[config.mk]
export PLATFORM = sky130hd
export DESIGN_NAME = three_axis_median_filter
export DESIGN_NICKNAME = d
export VERILOG_FILES = /design/src/hdl/tamf_pkg.sv /design/src/hdl/tamf_lane.sv /design/src/hdl/tamf_merge.sv /design/src/hdl/three_axis_median_filter.sv
export SDC_FILE = /design/constraint.sdc
export NUM_CORES = 1
export LEC_CHECK = 0
export BUFFER_PORTS_ARGS = -buffer_cell sky130_fd_sc_hd__clkbuf_2
export CAP_MARGIN = 20
export CELL_PAD_IN_SITES_DETAIL_PLACEMENT = 1
export CELL_PAD_IN_SITES_GLOBAL_PLACEMENT = 1
export CORE_ASPECT_RATIO = 1.75
export CORE_MARGIN = 3
export CORE_UTILIZATION = 51
export CTS_CLUSTER_SIZE = 20
export DETAILED_ROUTE_END_ITERATION = 10
export PLACE_DENSITY = 0.84
export SYNTH_ARGS = -nofsm -noshare
export SYNTH_HDL_FRONTEND = slang
export SYNTH_HIERARCHICAL = 1
export SYNTH_SLANG_ARGS = --single-unit
[constraint.sdc]
create_clock -name clk -period 32.3 [get_ports clk]
set_clock_uncertainty 0.15 [all_clocks]
set_input_delay 6.46 -clock clk [delete_from_list [all_inputs] [get_ports clk]]
set_output_delay 6.46 -clock clk [all_outputs]
set_load 0.02 [all_outputs]
[src/hdl/tamf_pkg.sv]
// Shared constants and types for the three-axis median filter.
`default_nettype none

package tamf_pkg;

  // Field widths.
  localparam int SAMPLE_W = 16;
  localparam int DATA_W   = 17;
  localparam int AXES     = 3;

  // Stream payload widths, padded to whole bytes.
  localparam int IN_TDATA_W  = 48;
  localparam int OUT_FIELD_W = AXES * DATA_W;
  localparam int OUT_TDATA_W = 56;
  localparam int OUT_PAD_W   = OUT_TDATA_W - OUT_FIELD_W;

  // Configuration port.
  localparam int CFG_IDX_W = 2;
  localparam logic [CFG_IDX_W-1:0] REG_OFFSET_X = 2'd0;
  localparam logic [CFG_IDX_W-1:0] REG_OFFSET_Y = 2'd1;
  localparam logic [CFG_IDX_W-1:0] REG_OFFSET_Z = 2'd2;

  // Per-cycle controls that the top level hands to every lane.
  typedef struct packed {
    logic wr_en;    // write the corrected sample into the window
    logic rank_en;  // capture the window and its middle-rank flags
  } tamf_lane_ctl_t;

endpackage

`default_nettype wire

[src/hdl/tamf_lane.sv]
// One axis lane: offset correction, ring window, rank stage and median select.
`default_nettype none

module tamf_lane #(
  parameter int DEPTH = 5,
  localparam int PTR_W = (DEPTH > 1) ? $clog2(DEPTH) : 1
) (
  input  wire                                       clk,
  input  wire                                       rst,
  input  tamf_pkg::tamf_lane_ctl_t                  ctl,
  input  wire        [PTR_W-1:0]                    wr_pos,
  input  wire signed [tamf_pkg::SAMPLE_W-1:0]       sample,
  input  wire signed [tamf_pkg::SAMPLE_W-1:0]       offset,
  output logic signed [tamf_pkg::DATA_W-1:0]        median
);
  import tamf_pkg::*;

  localparam int CNT_W  = $clog2(DEPTH + 1);
  localparam int MID_HI = DEPTH / 2;
  localparam int MID_LO = (DEPTH % 2 == 0) ? (DEPTH / 2 - 1) : (DEPTH / 2);

  logic signed [DATA_W-1:0] window [DEPTH];
  logic signed [DATA_W-1:0] snap   [DEPTH];
  logic        [CNT_W-1:0]  rank   [DEPTH];
  logic [DEPTH-1:0]         lo_sel;
  logic [DEPTH-1:0]         hi_sel;
  logic [DEPTH-1:0]         lo_sel_next;
  logic [DEPTH-1:0]         hi_sel_next;
  logic signed [DATA_W-1:0] diff;
  logic signed [DATA_W-1:0] lo_val;
  logic signed [DATA_W-1:0] hi_val;
  logic signed [DATA_W:0]   pair_sum;

  // The difference of two 16-bit values always fits in 17 bits.
  assign diff = {sample[SAMPLE_W-1], sample} - {offset[SAMPLE_W-1], offset};

  // Ring window; the zeros after reset take part in the first medians.
  always_ff @(posedge clk) begin
    if (rst) begin
      for (int i = 0; i < DEPTH; i++) begin
        window[i] <= '0;
      end
    end else if (ctl.wr_en) begin
      window[wr_pos] <= diff;
    end
  end

  // Rank of each entry in sorted order; equal values are ordered by slot,
  // so every rank occurs exactly once.
  always_comb begin
    for (int i = 0; i < DEPTH; i++) begin
      rank[i] = '0;
      for (int j = 0; j < DEPTH; j++) begin
        if (j != i) begin
          if ((window[j] < window[i]) || ((window[j] == window[i]) && (j < i))) begin
            rank[i] = rank[i] + CNT_W'(1);
          end
        end
      end
      lo_sel_next[i] = (rank[i] == CNT_W'(MID_LO));
      hi_sel_next[i] = (rank[i] == CNT_W'(MID_HI));
    end
  end

  // Rank stage: hold a copy of the window with its two middle-rank flags.
  always_ff @(posedge clk) begin
    if (ctl.rank_en) begin
      for (int i = 0; i < DEPTH; i++) begin
        snap[i] <= window[i];
      end
      lo_sel <= lo_sel_next;
      hi_sel <= hi_sel_next;
    end
  end

  // Pick the two middle values; for an odd depth they are the same entry.
  always_comb begin
    lo_val = '0;
    hi_val = '0;
    for (int i = 0; i < DEPTH; i++) begin
      if (lo_sel[i]) begin
        lo_val = lo_val | snap[i];
      end
      if (hi_sel[i]) begin
        hi_val = hi_val | snap[i];
      end
    end
  end

  // Floor of the mean: an arithmetic shift of the 18-bit sum.
  assign pair_sum = {lo_val[DATA_W-1], lo_val} + {hi_val[DATA_W-1], hi_val};
  assign median   = pair_sum[DATA_W:1];

endmodule

`default_nettype wire

[src/hdl/tamf_merge.sv]
// Output stage that merges the three lane medians into one registered beat.
`default_nettype none

module tamf_merge (
  input  wire                                   clk,
  input  wire                                   rst,
  input  wire                                   in_valid,
  output logic                                  in_ready,
  input  wire signed [tamf_pkg::DATA_W-1:0]     median_x,
  input  wire signed [tamf_pkg::DATA_W-1:0]     median_y,
  input  wire signed [tamf_pkg::DATA_W-1:0]     median_z,
  output logic                                  m_axis_tvalid,
  input  wire                                   m_axis_tready,
  // Fields from bit 0: median_x, median_y, median_z, zero padding.
  output logic [tamf_pkg::OUT_TDATA_W-1:0]      m_axis_tdata
);
  import tamf_pkg::*;

  // The register takes a new beat when empty or when its beat leaves.
  assign in_ready = !m_axis_tvalid || m_axis_tready;

  always_ff @(posedge clk) begin
    if (rst) begin
      m_axis_tvalid <= 1'b0;
    end else if (in_ready) begin
      m_axis_tvalid <= in_valid;
    end
  end

  always_ff @(posedge clk) begin
    if (in_ready && in_valid) begin
      m_axis_tdata <= {{OUT_PAD_W{1'b0}}, median_z, median_y, median_x};
    end
  end

endmodule

`default_nettype wire

[src/hdl/three_axis_median_filter.sv]
// A result beat follows its accepted sample beat through the window write,
// the rank register and the output register; one beat per cycle while
// m_axis_tready allows, as these steps run overlapped.
// Reset clears the offsets, the three windows to zero, the write pointer
// and all stage valid bits; no clearing pass is needed.
`default_nettype none

module three_axis_median_filter #(
  parameter int WINDOW_DEPTH = 5
) (
  input  wire                                 clk,
  input  wire                                 rst,
  input  wire                                 cfg_we,
  input  wire  [tamf_pkg::CFG_IDX_W-1:0]      cfg_index,
  input  wire  [tamf_pkg::SAMPLE_W-1:0]       cfg_data,
  input  wire                                 s_axis_tvalid,
  output logic                                s_axis_tready,
  // Fields from bit 0: sample_x, sample_y, sample_z.
  input  wire  [tamf_pkg::IN_TDATA_W-1:0]     s_axis_tdata,
  output logic                                m_axis_tvalid,
  input  wire                                 m_axis_tready,
  // Fields from bit 0: median_x, median_y, median_z, zero padding.
  output logic [tamf_pkg::OUT_TDATA_W-1:0]    m_axis_tdata
);
  import tamf_pkg::*;

  localparam int PTR_W = (WINDOW_DEPTH > 1) ? $clog2(WINDOW_DEPTH) : 1;

  logic signed [SAMPLE_W-1:0] offset_x;
  logic signed [SAMPLE_W-1:0] offset_y;
  logic signed [SAMPLE_W-1:0] offset_z;
  logic [PTR_W-1:0]           wr_ptr;
  logic [PTR_W-1:0]           wr_ptr_next;
  logic                       valid_w;
  logic                       valid_r;
  logic                       ready_r;
  logic                       ready_o;
  logic                       accept;
  tamf_lane_ctl_t             lane_ctl;
  logic signed [DATA_W-1:0]   median_x;
  logic signed [DATA_W-1:0]   median_y;
  logic signed [DATA_W-1:0]   median_z;

  // Offset registers; writes to unused indexes are dropped.
  always_ff @(posedge clk) begin
    if (rst) begin
      offset_x <= '0;
      offset_y <= '0;
      offset_z <= '0;
    end else if (cfg_we) begin
      unique case (cfg_index)
        REG_OFFSET_X: offset_x <= cfg_data;
        REG_OFFSET_Y: offset_y <= cfg_data;
        REG_OFFSET_Z: offset_z <= cfg_data;
        default: ;
      endcase
    end
  end

  // Each stage moves on when the next one is empty or moving on too.
  assign ready_r       = !valid_r || ready_o;
  assign s_axis_tready = !valid_w || ready_r;
  assign accept        = s_axis_tvalid && s_axis_tready;

  // Lane controls in declaration order: window write, then rank capture.
  assign lane_ctl = {accept, valid_w && ready_r};

  always_ff @(posedge clk) begin
    if (rst) begin
      valid_w <= 1'b0;
      valid_r <= 1'b0;
    end else begin
      if (s_axis_tready) begin
        valid_w <= s_axis_tvalid;
      end
      if (ready_r) begin
        valid_r <= valid_w;
      end
    end
  end

  // Shared write pointer, wrapping at the window depth.
  assign wr_ptr_next = (wr_ptr == PTR_W'(WINDOW_DEPTH - 1)) ? '0 : wr_ptr + PTR_W'(1);

  always_ff @(posedge clk) begin
    if (rst) begin
      wr_ptr <= '0;
    end else if (accept) begin
      wr_ptr <= wr_ptr_next;
    end
  end

  // One lane per axis.
  tamf_lane #(.DEPTH(WINDOW_DEPTH)) u_lane_x (
    .clk    (clk),
    .rst    (rst),
    .ctl    (lane_ctl),
    .wr_pos (wr_ptr),
    .sample (s_axis_tdata[SAMPLE_W-1:0]),
    .offset (offset_x),
    .median (median_x)
  );

  tamf_lane #(.DEPTH(WINDOW_DEPTH)) u_lane_y (
    .clk    (clk),
    .rst    (rst),
    .ctl    (lane_ctl),
    .wr_pos (wr_ptr),
    .sample (s_axis_tdata[2*SAMPLE_W-1:SAMPLE_W]),
    .offset (offset_y),
    .median (median_y)
  );

  tamf_lane #(.DEPTH(WINDOW_DEPTH)) u_lane_z (
    .clk    (clk),
    .rst    (rst),
    .ctl    (lane_ctl),
    .wr_pos (wr_ptr),
    .sample (s_axis_tdata[3*SAMPLE_W-1:2*SAMPLE_W]),
    .offset (offset_z),
    .median (median_z)
  );

  // Merge the three medians into the output register.
  tamf_merge u_merge (
    .clk           (clk),
    .rst           (rst),
    .in_valid      (valid_r),
    .in_ready      (ready_o),
    .median_x      (median_x),
    .median_y      (median_y),
    .median_z      (median_z),
    .m_axis_tvalid (m_axis_tvalid),
    .m_axis_tready (m_axis_tready),
    .m_axis_tdata  (m_axis_tdata)
  );

`ifndef NO_ASSERTIONS
  // The pointer never leaves the window.
  a_ptr_range: assert property (@(posedge clk) disable iff (rst)
    wr_ptr <= PTR_W'(WINDOW_DEPTH - 1))
    else $error("write pointer beyond window depth");

  // An empty window stage never holds off the input.
  a_no_false_stall: assert property (@(posedge clk) disable iff (rst)
    !valid_w |-> s_axis_tready)
    else $error("input stalled with empty window stage");

  // A ranked item blocked by the output register is kept.
  a_rank_hold: assert property (@(posedge clk) disable iff (rst)
    (valid_r && !ready_o) |=> valid_r)
    else $error("ranked item dropped while output stalled");
`endif

endmodule

`default_nettype wire
---- After elaboration in Yosys (flattened, before gate mapping) ----
Memories as Yosys holds them, arrays and structs flattened.
Index checks and enable logic that the tools add are counted.
word-level totals
  flip-flop bits (word level) ............. 120
  latch bits .............................. 0
  memory bits (writable) .................. 510
  bits in read-only memories .............. 0
  logic and storage cells ................. 327
  memories ................................ 6
cells by class
  $add $sub $neg .......................... 52
  multiply operators ...................... 0
  divide/modulo/power cells ............... 0
  order comparisons ....................... 60
  eq/ne operators ......................... 48
  shift-type cells ........................ 0
  mux-type cells .......................... 92
  bitwise operators ....................... 12
  reduce and logical (&&, ||, !) cells .... 46
memory list
  name             depth  width  rd ports  clocked after Yosys merged registers in  write ports  line             text
  u_lane_x.snap    5      17     5         0                                        5            tamf_lane.sv:23  logic signed [DATA_W-1:0] snap [DEPTH];
  u_lane_x.window  5      17     5         0                                        5            tamf_lane.sv:22  logic signed [DATA_W-1:0] window [DEPTH];
  u_lane_y.snap    5      17     5         0                                        5            tamf_lane.sv:23
  u_lane_y.window  5      17     5         0                                        5            tamf_lane.sv:22
  u_lane_z.snap    5      17     5         0                                        5            tamf_lane.sv:23
  u_lane_z.window  5      17     5         0                                        5            tamf_lane.sv:22
operators with widths
  kind                                           count
  < comparator 17 bit                            60
  == test 17 bit                                 30
  two-way mux 17 bit                             18
  bitwise OR 17 bit                              12
  two-way mux 3 bit                              49
  adder 3 x 1 -> 3 bit, second input constant    31
  adder 17 x 17 -> 18 bit                        3
  OR reduction 17 bit                            3
  subtractor 16 x 16 -> 17 bit                   3
  == test 3 x 2 -> 1 bit, second input constant  15
  logical OR 1 bit                               33
  adder 1 x 1 -> 2 bit, second input constant    15
  two-way mux 1 bit                              25
  AND reduction 2 bit                            3
  == test 3 bit, second input constant           1
  logical AND 1 bit                              3
  logical NOT 1 bit                              3
  == test 2 x 1 -> 1 bit, second input constant  1
  == test 2 bit, second input constant           1
  logical NOT 2 bit                              1

---- Depth between registers and ports, before layout ----
An unclocked memory read counts as a cell.
  depth after elaboration ................. 11
  mapped depth ............................ 16
  gate-level depth less buffers ........... 16

---- By module ----
The synthesis kept the hierarchy.
by module, submodules not included
  module                    instances  cells each  area an instance (µm²)  sequential area each (µm²)
  tamf_lane at u_lane_x     1          1079        11654.9                 5255.0
  tamf_lane at u_lane_y     1          1055        11518.5                 5255.0
  tamf_lane at u_lane_z     1          1054        11467.2                 5255.0
  three_axis_median_filter  1          240         1924.3                  1061.0
  tamf_merge                1          62          1627.8                  1551.5

---- Worst setup path after synthesis ----
Ideal clock, no wire load.
  path type ............................... in2reg
  start point ............................. input port m_axis_tready
  end point ............................... register u_lane_x.hi_sel[0], enable pin
  setup time .............................. 1.314 ns
  arrival ................................. 26.040 ns
  data required time ...................... 30.836 ns
  slack ................................... 4.796 ns
  stages .................................. 3
  path through ............................ nand2b_4 inv_1 a21boi_0
RTL lines
  what                    line                            text
  start: declaration      three_axis_median_filter.sv:21  input wire m_axis_tready,
  end signal: assignment  tamf_lane.sv:72                 hi_sel <= hi_sel_next;
  end: declaration        tamf_lane.sv:26                 logic [DEPTH-1:0] hi_sel;

---- Final worst setup path ----
  start point ............................. input port m_axis_tready
  end point ............................... output port s_axis_tready
on the way
  word-level cells in the longest chain between the ends .. 3
RTL lines
  what              line                            text
  logical OR 1 bit  tamf_merge.sv:20                assign in_ready = !m_axis_tvalid || m_axis_tready;
  via ready_o       three_axis_median_filter.sv:37  logic ready_o;
  logical OR 1 bit  three_axis_median_filter.sv:61  assign ready_r = !valid_r || ready_o;
  logical OR 1 bit  three_axis_median_filter.sv:62  assign s_axis_tready = !valid_w || ready_r;
  end: declaration  three_axis_median_filter.sv:17  output logic s_axis_tready,
The timed path passes the listed nets, and every way through them passes these cells.

==> metrics.md <==
| Metric | Value |
|---|---|
| Final setup vio count | `0` |
| Fmax | `71.5 MHz` |
| Maximum root-to-sink buffer count | `3` |
| R2r startpoint | `u_lane_z/window[1][16]` |
| Post-Syn Area | `0.0382 mm^2` |
| Worst Hold Path EP | `u_lane_y/snap[0][37]` |
| Critical path fanouts, max | `5` |
| Maxcap violations | `0` |
| Setup TNS | `0 ns` |
| Placer Congestion | `1.06` |
| Setup repair bufs after CTS | `0` |
| FF-to-FF End | `u_lane_z/hi_sel[4]` |
| CTS Hold Bufs | `0` |
| Initial antenna violation count | `4` |
| Ys async rst share | `0` |
| CTS tree | `yes` |
| Peak VDD IR | `0.0510 mV` |
| Critical path class | `input port to primary output` |
| Drt drc | `0` |
| Sequential area share after synthesis | `0.481` |
| Synth unique cells | `109` |
| Die Height | `368 um` |
| DRT iter0 DRCs | `2080` |
| Core ar. | `0.0742 mm^2` |
| First-pass GRT wire length | `193000 um` |
| Layout cell share with drive strength beyond 1 | `0.0746` |
| CTS root buf | `clkbuf_16` |
| Gr ovfl total | `0` |
| Port bufs | `123` |
| Largest net degree at the start of global routing | `197` |
| Power after layout | `2.14 mW` |
| Critical Path AT | `7.38 ns` |
| Worst hold path startpoint | `u_lane_y/window[2][3]` |
| Hold Crit Class | `flip-flop to flip-flop` |
| Post_cts resized | `0` |
| Vias | `29925` |
| Drt first pass iters | `6` |
| PwrDens | `51.2 mW/mm^2` |
| Die Wd | `213 um` |
| Die Footprint | `0.0783 mm^2` |
| Outcome | `complete, no violations` |
| Number of global-route vias before repair | `32324` |
| R2r setup slk | `27.60 ns` |
| Clock sinks | `630` |
| Inserted Clock Buffers | `58` |
| Final #Nets | `4291` |
| Initial Utilization | `0.515` |
| LEAKAGE | `17.4 nW` |
| WL/cell | `28.4 um` |
| H-tree lvl count | `2` |
| # IOs | `129` |
| Synthesized area per cell | `10.9 um^2` |
| DPL Wire Length | `100000 um` |
| DR vias/cell | `6.49` |
| Unrepaired setup endpoints after global routing | `false` |
| Ys Warns | `6` |
| Clock slew at reported path FFs | `0.07 ns` |
| ANT nets after route | `0` |
| Final Hold Violating Endpoints | `0` |
| GRT Total Usage | `0.333` |
| Max-slew violation count | `0` |
| Worst-margin pin slew | `1.24 ns` |
| Hold_ws | `0.266 ns` |
| Post-synth EDFFs | `576` |
| Rows | `132` |
| Syn Inst Count | `3490` |
| Worst Hold Depth | `0` |
| Endpoint class of the critical path | `primary output` |
| Skew-Pair Late Insertion Delay | `0.68 ns` |
| Clock period minus worst slack | `13.99 ns` |
| Slew headroom | `0.170` |
| Period utilisation layout | `0.433` |
| Startpoint types | `input port` |
| Top_reg_cell synth | `edfxtp_1` |
| Path depth of the worst reg2reg path | `15` |
| Yosys reg bits | `630` |
| Area growth syn-to-layout | `9.27%` |
| Worst path required time | `25.69 ns` |
| Core Util, Final | `0.563` |
| Final wirelength | `131000 um` |
==> how the worst max path moves through the flow <==
stage / from / endpoint / slack, ns / cells after the start
floorplan: m_axis_tready / u_lane_x/hi_sel[0] / 4.80 / 3
global placement: m_axis_tready / s_axis_tready / 18.37 / 5
detailed placement: m_axis_tready / s_axis_tready / 18.37 / 5
CTS: m_axis_tready / s_axis_tready / 18.34 / 5
global route: m_axis_tready / s_axis_tready / 18.27 / 5
finish: m_axis_tready / s_axis_tready / 18.31 / 5
==> cells in the final DEF (no fill, tap or decap), types with 11 or more instances in the layout <==
cell and count:
ha_1 590, edfxtp_1 576, inv_1 381, nor2_1 335
nand2_1 261, a21oi_1 214, clkbuf_2 122, nand4_1 92
a21o_1 77, o21ai_0 76, nand3_1 71, clkbuf_16 58
a22oi_1 57, nor3_1 55, dfxtp_1 54, a222oi_1 51
nor3b_1 39, nor2b_1 35, nand2b_1 34, a211oi_1 27
o21a_1 25, xor2_1 25, buf_4 23, o211ai_1 22
clkbuf_1 19, o31ai_1 16, mux2i_1 16, a211o_1 15
a31oi_1 14, nor4_1 14, and4_1 13, nand3b_1 12
xnor2_1 11
==> critical path: stages <==
cell      delay [ns]
clkbuf_2        0.14
nand2b_4        0.18
and3b_1         0.28
inv_1           0.11
clkbuf_2        0.21
==> cells in the mapped netlist (22+ instances only) <==
cell,instances,share of area
edfxtp_1,576,0.45
nand3_1,71,0.0093
a21o_1,77,0.015
o21a_1,25,0.0049
dfxtp_1,54,0.028
a222oi_1,51,0.013
o211ai_1,22,0.0043
nor2b_1,35,0.0057
a21oi_1,214,0.028
a22oi_1,57,0.011
clkbuf_1,57,0.0056
inv_1,381,0.037
nor3_1,55,0.0072
nand2_1,261,0.026
o21ai_0,76,0.010
nor3b_1,39,0.0077
nor2_1,335,0.033
ha_1,590,0.19
a211oi_1,27,0.0053
nand4_1,92,0.015
xor2_1,25,0.0057
nand2b_1,34,0.0056
==> state kept, by name (all words and copies together), names as in the netlist <==
register and cells:
u_lane_y/hi_sel 5, u_merge/m_axis_tdata 51, valid_w 1, offset_x 16, u_lane_x/window 85, valid_r 1
u_lane_z/snap 85, u_merge/m_axis_tvalid 1, offset_z 16, wr_ptr 3, u_lane_y/snap 85, u_lane_x/hi_sel 5
u_lane_y/window 85, u_lane_z/window 85, u_lane_x/snap 85, u_lane_z/hi_sel 5, offset_y 16
==> routing by layer <==
metal	global-route usage	up-vias	wire, um
li1	-	13252	-
met1	0.338	14929	44100
met2	0.602	1183	67300
met3	0.0487	555	6990
met4	0.260	6	12700
met5	0	-	32
==> stage by stage <==
step           worst slack (ns)  instances  cell area (um^2)
2_1_floorplan              4.80       3494             38200
3_3_place_gp              18.37       4503             39900
3_5_place_dp              18.37       4503             39900
4_1_cts                   18.34       4607             41700
5_1_grt                   18.27       4609             41700
6_report                  18.31       4612             41700
==> final cells by class <==
class,count,area [um^2]
inverter,381,1430
multi-input combinational,2407,18100
fill,7918,32400
tap,938,1170
clock inverter,24,279
clock buffer,80,1560
antenna,3,7.51
sequential,630,18400
timing repair buffer,149,831
==> where the power goes <==
part / switching [mW] / internal [mW] / total [mW]
clock: 0.322 / 0.372 / 0.694
combinational: 0.266 / 0.165 / 0.431
sequential: 0.0692 / 0.943 / 1.01
total: 0.657 / 1.48 / 2.14
==> logic make-up (layout without fill, tap and decap cells) <==
family,Yosys count,after routing,synth area share
AND/OR/NAND/NOR,1037,1037,0.133
AO/OA/AOI/OAI,713,713,0.129
flip-flops,630,630,0.481
adder cells (fa/ha/maj),595,595,0.195
buffers and inverters,457,634,0.0464
XOR/XNOR,37,37,0.00868
multiplexers,20,20,0.00567
other,1,8,0.0000982
No activity file was read; power rests on OpenSTA's default activity.
